File: config.mk
export PLATFORM = sky130hd
export DESIGN_NAME = crmap_match
export DESIGN_NICKNAME = d
export VERILOG_FILES = /design/src/rtl/crmap_pkg.sv /design/src/rtl/crmap_match.sv
export SDC_FILE = /design/constraint.sdc
export NUM_CORES = 1
export LEC_CHECK = 0
export BUFFER_PORTS_ARGS = -buffer_cell sky130_fd_sc_hd__buf_2
export CAP_MARGIN = 20
export CORE_AREA = 2 2 195 197
export CTS_CLUSTER_DIAMETER = 150
export DETAILED_ROUTE_END_ITERATION = 8
export DIE_AREA = 0 0 197 199
export PLACE_DENSITY = 0.7
export SLEW_MARGIN = 20
export SYNTH_ARGS = -nofsm -noshare
export SYNTH_HDL_FRONTEND = slang
export SYNTH_SLANG_ARGS = --single-unit
File: constraint.sdc
create_clock -name clk -period 8.33 [get_ports clk]
set_input_delay 0 -clock clk [delete_from_list [all_inputs] [get_ports clk]]
set_output_delay 0 -clock clk [all_outputs]
set_load 0.02 [all_outputs]
File: src/rtl/crmap_pkg.sv
// Shared types, sizes and codes for the chunk range address map.
package crmap_pkg;

    localparam int MAX_ENTRIES = 64;
    localparam int IDX_W       = (MAX_ENTRIES > 1) ? $clog2(MAX_ENTRIES) : 1;
    localparam int COUNT_W     = $clog2(MAX_ENTRIES + 1);
    localparam int ADDR_W      = 64;
    localparam int STRIPE_W    = 16;

    localparam logic OP_LOOKUP = 1'b0;
    localparam logic OP_ADD    = 1'b1;

    localparam logic [1:0] STATUS_OK          = 2'd0;
    localparam logic [1:0] STATUS_UNSUPPORTED = 2'd1;
    localparam logic [1:0] STATUS_FULL        = 2'd2;

    localparam logic [STRIPE_W-1:0] STRIPES_SUPPORTED = STRIPE_W'(1);

    typedef struct packed {
        logic [ADDR_W-1:0] logical;
        logic [ADDR_W-1:0] length;
        logic [ADDR_W-1:0] physical;
    } entry_t;

    // Control that travels with one entry through the scan pipeline.
    typedef struct packed {
        logic valid;
        logic last;
    } stage_t;

    typedef struct packed {
        logic valid;
        logic last;
        logic hit;
    } match_t;

    typedef enum logic [2:0] {
        ST_IDLE   = 3'b001,
        ST_SCAN   = 3'b010,
        ST_FINISH = 3'b100
    } state_t;

endpackage

File: src/rtl/crmap_match.sv
// Shared range test and translate unit with registered operands, one entry per cycle.
module crmap_match (
    input  logic                          clk,
    input  logic                          rst_n,
    input  logic                          flush,
    input  crmap_pkg::stage_t             ctrl_in,
    input  crmap_pkg::entry_t             entry,
    input  logic [crmap_pkg::ADDR_W-1:0]  addr,
    output crmap_pkg::match_t             result,
    output logic [crmap_pkg::ADDR_W-1:0]  sum
);

    logic [crmap_pkg::ADDR_W:0]   diff_wide;
    logic [crmap_pkg::ADDR_W-1:0] end_reg;
    logic [crmap_pkg::ADDR_W-1:0] diff_reg;
    logic [crmap_pkg::ADDR_W-1:0] phys_reg;
    logic                         ge_reg;
    crmap_pkg::stage_t            ctrl_reg;

    // borrow out of addr - start means addr < start
    assign diff_wide = {1'b0, addr} - {1'b0, entry.logical};

    always_ff @(posedge clk)
    begin
        end_reg  <= entry.logical + entry.length;
        diff_reg <= diff_wide[crmap_pkg::ADDR_W-1:0];
        ge_reg   <= ~diff_wide[crmap_pkg::ADDR_W];
        phys_reg <= entry.physical;
    end

    always_ff @(posedge clk or negedge rst_n)
    begin
        if (!rst_n)
        begin
            ctrl_reg <= '0;
        end
        else if (flush)
        begin
            ctrl_reg <= '0;
        end
        else
        begin
            ctrl_reg <= ctrl_in;
        end
    end

    assign result.valid = ctrl_reg.valid;
    assign result.last  = ctrl_reg.last;
    assign result.hit   = ctrl_reg.valid && ge_reg && (addr < end_reg);
    assign sum          = phys_reg + diff_reg;

endmodule

=== Word level (Yosys, flattened, before mapping) ===
Cells that the tools add are included.

* Bits in registers: 195
* Output and inout bits: 67
* Word-level logic and storage cells: 14
* Input bits: 261

* Bitwise gates (word level): 1
* Multiplexer cells: 1
* $add $sub $neg: 3
* Reduce and logical (&&, ||, !) cells: 2
* $lt $le $gt $ge: 1

{| class="wikitable"
|+ Operators with widths
! cell !! count
|-
| 64-bit adder || 2
|-
| 64-bit by 64-bit subtractor with 65-bit output || 1
|-
| 64-bit < comparator || 1
|-
| 1-bit logical AND || 2
|-
| 2-bit 2-to-1 mux || 1
|-
| 1-bit NOT || 1
|}

=== Logic depth before layout (Yosys ltp) ===
* Depth in word-level cells: 2
* Depth in mapped cells: 14
* Mapped depth without buffers: 14

=== Worst setup path after synthesis ===
Ideal clock, no wire load.

* Path type: reg2out
* Start point: reg diff_reg[0] (netlist name)
* End point: out sum[62] (netlist name)
* Required time: 8.330 ns
* Stages on the path, launching flop included: 14
* Path buffers: 0
* Arrival: 3.156 ns
* Slack: 5.174 ns
* Cell sequence: dfxtp_1 -> ha_1 -> fa_1 -> a21o_1 -> o2111ai_1 -> a21oi_1 -> o211a_1 -> o21a_1 -> o31ai_1 -> o31ai_1 -> o21a_1 -> a221oi_2 -> o21ai_1 -> xor2_1

* Longest elaborated chain between the ends: 1

{| class="wikitable"
|+ Ends and longest elaborated chain
! element !! RTL line !! source
|-
| start: declaration || crmap_match.sv:15 || <nowiki>logic [crmap_pkg::ADDR_W-1:0] diff_reg;</nowiki>
|-
| start signal: assignment || crmap_match.sv:26 || <nowiki>diff_reg <= diff_wide[crmap_pkg::ADDR_W-1:0];</nowiki>
|-
| 64-bit adder || crmap_match.sv:50 || <nowiki>assign sum = phys_reg + diff_reg;</nowiki>
|-
| end: declaration || crmap_match.sv:10 || <nowiki>output logic [crmap_pkg::ADDR_W-1:0] sum</nowiki>
|}

Every way passes these cells.

=== Worst setup path after layout ===
* Start point: in entry[129] (netlist name)
* End point: reg end_reg[63] (netlist name)

* Longest elaborated chain between the ends: 1

{| class="wikitable"
|+ Ends and longest elaborated chain
! element !! RTL line !! source
|-
| start: declaration || crmap_match.sv:7 || <nowiki>input crmap_pkg::entry_t entry,</nowiki>
|-
| 64-bit adder || crmap_match.sv:25 || <nowiki>end_reg <= entry.logical + entry.length;</nowiki>
|-
| end signal: assignment || crmap_match.sv:25 ||
|-
| end: declaration || crmap_match.sv:14 || <nowiki>logic [crmap_pkg::ADDR_W-1:0] end_reg;</nowiki>
|}

Every way passes these cells.

==> metrics.yaml <==
status: "complete, no violations"
num_vias: 16500
grt_usage_pct: 25.5
start_kind: "primary input"
drive_gt1_share_pct: 15.5
synth_edf_count: 0
die_y_um: 199
ys_warn_count: 0
synthAdderAreaFrac_pct: 19.5
cts_root_buffer: "clkbuf_16"
vdd_drop_max_mv: 0.133
worstPathRequired_ns: 8.72
synth_mux_area_share_pct: 0
crit_top_cell: "dlygate4sd3_1"
port_buffers: 327
slowest_delay_ns: 0.71
rows: 71
crit_path_end_kind: "register"
grt_pass1_wl_um: 80200
max-cap-violations: 0
ys_types: 77
drt_iter0_drc: 1006
setup_violations: 0
synth-compound-area-share_pct: 27.6
ioPinCount: 328
synth_seq_cells: 195
postRouteAntennaNets: 0
grt_overflow: 0
path_cells: "dlygate4sd3_1, buf_2, ha_1, a211oi_2, o21a_1, nor3_1, o311a_1, o311ai_1, a31oi_1, a211o_1, o211ai_2, o21ai_1, a21oi_1, xnor2_1, dlygate4sd3_1"
criticalPathCategory: "primary input to register"
path_buf_inv: 3
ctsResizeCount: 0
coreArea_mm2: 0.0371
routed_wl_um: 51300
pwr-share-clk_pct: 20.5
post-route-min-period_ns: 4.13
swShare_pct: 42.7
place_area_mm2: 0.0186
cts_tree: "yes"
areaGrowthSynthToFinish_pct: 22.0
synth_area_leaders: "dfxtp_1 23%, ha_1 19%, a21oi_1 6.9%, a21o_1 6.8%, xnor2_1 5.4%"
globalplace.congestion: 0.988
nets: 2968
h-tree-depth: 4
hpwlAfterDp_um: 42100
wl_per_cell_um: 17.4
routed.top_layer: "met5"
synth_xor_area_share_pct: 9.45
tns_ns: 0
initial_core_util_pct: 44.7
ys_seq_area_share_pct: 23.6
nFillCells: 3471
path_max_fanout: 4
crit_path_top_delay_cell: "o311ai_1"
hold_viol: 0
critPathTopFamily: "compound AO/OA/AOI/OAI gates"
crit_arrival_ns: 4.52
post-route-drc-count: 0
grt_pass1_vias: 15700
drt_pass1_iterations: 5
wl_met1_um: 24900
max_freq_mhz: 242
p_total_w: 0.00423
synth_area_leader_cell: "dfxtp_1"
p_sw_w: 0.00181
power_frac_comb_pct: 52.1
synthArstFlopShare_pct: 1.03
syn_avg_cell_area_um2: 8.02
syn-num-nets: 2585
total_leakage_power_nw: 10.2
wl_met3_um: 3070
synth_area_mm2: 0.0166
routed-wl-met2_um: 22100
syn_inst: 2068
rsz0062_at_grt: "no"
synth_top_flop_cell: "dfxtp_1"
p_int_w: 0.00243
cellPowerDensity_mw_per_mm2: 209
clkSinkCount: 195
synth_top_family_by_area: "compound AO/OA/AOI/OAI gates"
die_w_um: 197
fin_area_mm2: 0.0202
clk_pin_slew_ns: 0.08
vias_per_cell: 5.60
slew_headroom_pct: 48.3
grt_antenna_before_repair: 9
clk_path_buf_depth: 2
dieArea_mm2: 0.0392
yosys.area.top_type_share_pct: 23.3
yosys.area_share.simple_pct: 14.4
worstMarginPinSlew_ns: 0.763
cts_buffers: 17
finalMaxSlewViolations: 0
hold_class: "primary input to register"
grt_max_degree: 20
finalCritPeriodShare_pct: 49.6
seq_power_share_pct: 27.4
cells by family after synthesis:
family          Yosys count
compound gates          715
simple gates            482
fa+ha+maj               256
buf+inv                 241
flops                   195
xor+xnor                179
layer usage:
metal / track usage (%) / vias up
li1: - / 8224
met1: 37.0 / 7542
met2: 39.5 / 631
met3: 2.83 / 87
met4: 7.91 / 2
met5: 0 / -
stage by stage:
step	utilization (%)	std cells	hold slack, ns	setup slack, ns
after floorplan	-	2068	-0.296	5.17
after global placement	50.0	2803	-0.216	4.75
after detailed placement	50.0	2803	-0.214	4.73
after CTS	54.4	2938	0.000318	4.23
after global routing	54.5	2946	0.0157	3.94
final	54.5	2946	0.0170	4.20
path summary, 6_finish.rpt:
kind	slack, ns	endpoint	startpoint	depth (start not counted)
max	4.20	end_reg[63]	entry[129]	15
min	0.02	diff_reg[63]	entry[191]	4
max in group asynchronous	7.79	result[1]	rst_n	3
min in group asynchronous	0.41	result[2]	rst_n	3
placed cells by master, fill, tap and decap left out, types with 13 or more instances in the layout:
master         synthesis  layout
o31ai_1               15      15
and3_1                13      13
ha_1                 253     253
buf_2                  3     327
xnor2_1              103     103
nor2b_1               33      33
nand4_1               58      58
nor2_1                93      93
o21ai_1               14      14
o21a_1                36      36
a31oi_1               28      28
o21bai_1              33      33
dfxtp_1              193     193
inv_1                174     174
nand3_1               41      41
a21o_1               151     151
a21oi_1              227     227
clkbuf_16              0      17
o21ai_0              120     120
nand2b_1              30      30
nor3_1                29      29
dlygate4sd3_1          0     103
xor2_1                76      76
nand2_1              140     140
final cells by class:
class,count,area [µm²],area share (%)
multi-input combinational,1632,11800,58.1
sequential,195,3910,19.3
timing repair buffer,430,2670,13.2
inverter,175,657,3.25
tap,474,593,2.93
clock buffer,17,425,2.10
clock inverter,15,196,0.971
antenna,8,20.0,0.0989
power groups by stage:
stage          clock (W)  sequential [W]  combinational, W
4_1_cts         0.000878         0.00116           0.00217
2_1_floorplan          0         0.00115           0.00152
3_3_place_gp           0         0.00118           0.00209
3_5_place_dp           0         0.00118           0.00212
6_report        0.000865         0.00116           0.00221
5_1_grt         0.000920         0.00117           0.00242
what timing repair did:
| item | 4_1_cts | 5_1_grt |
|---|---|---|
| setup buffers | 0 | 0 |
| endpoints found under the hold margin | 90 | 0 |
| hold buffers | 103 | 0 |
Yosys cell counts (all sizes together) (3+ instances only):
cell and number:
ha 253, a21oi 228, dfxtp 193, inv 174
a21o 151, nand2 141, o21ai 134, xnor2 103
nor2 93, xor2 76, clkbuf 62, nand4 58
nand3 41, o21a 36, nor2b 33, o21bai 33
nand2b 30, nor3 29, a31oi 28, o31ai 15
a211oi 13, and3 13, o211ai 9, and2 8
or3 8, a2111oi 7, or2 6, a211o 5
a21boi 5, a221oi 5, a41oi 5, and4 5
o31a 5, buf 4, nor4 4, o2111ai 4
or4 4, a31o 3, fa 3, nor4b 3
o211a 3, o221ai 3, o311a 3, o41ai 3
worst min-delay path, cell delays in order:
cell and delay [ns]:
buf_2 0.11, inv_1 0.06, ha_1 0.16, xor2_1 0.08
(Power assumes the default switching activity.)
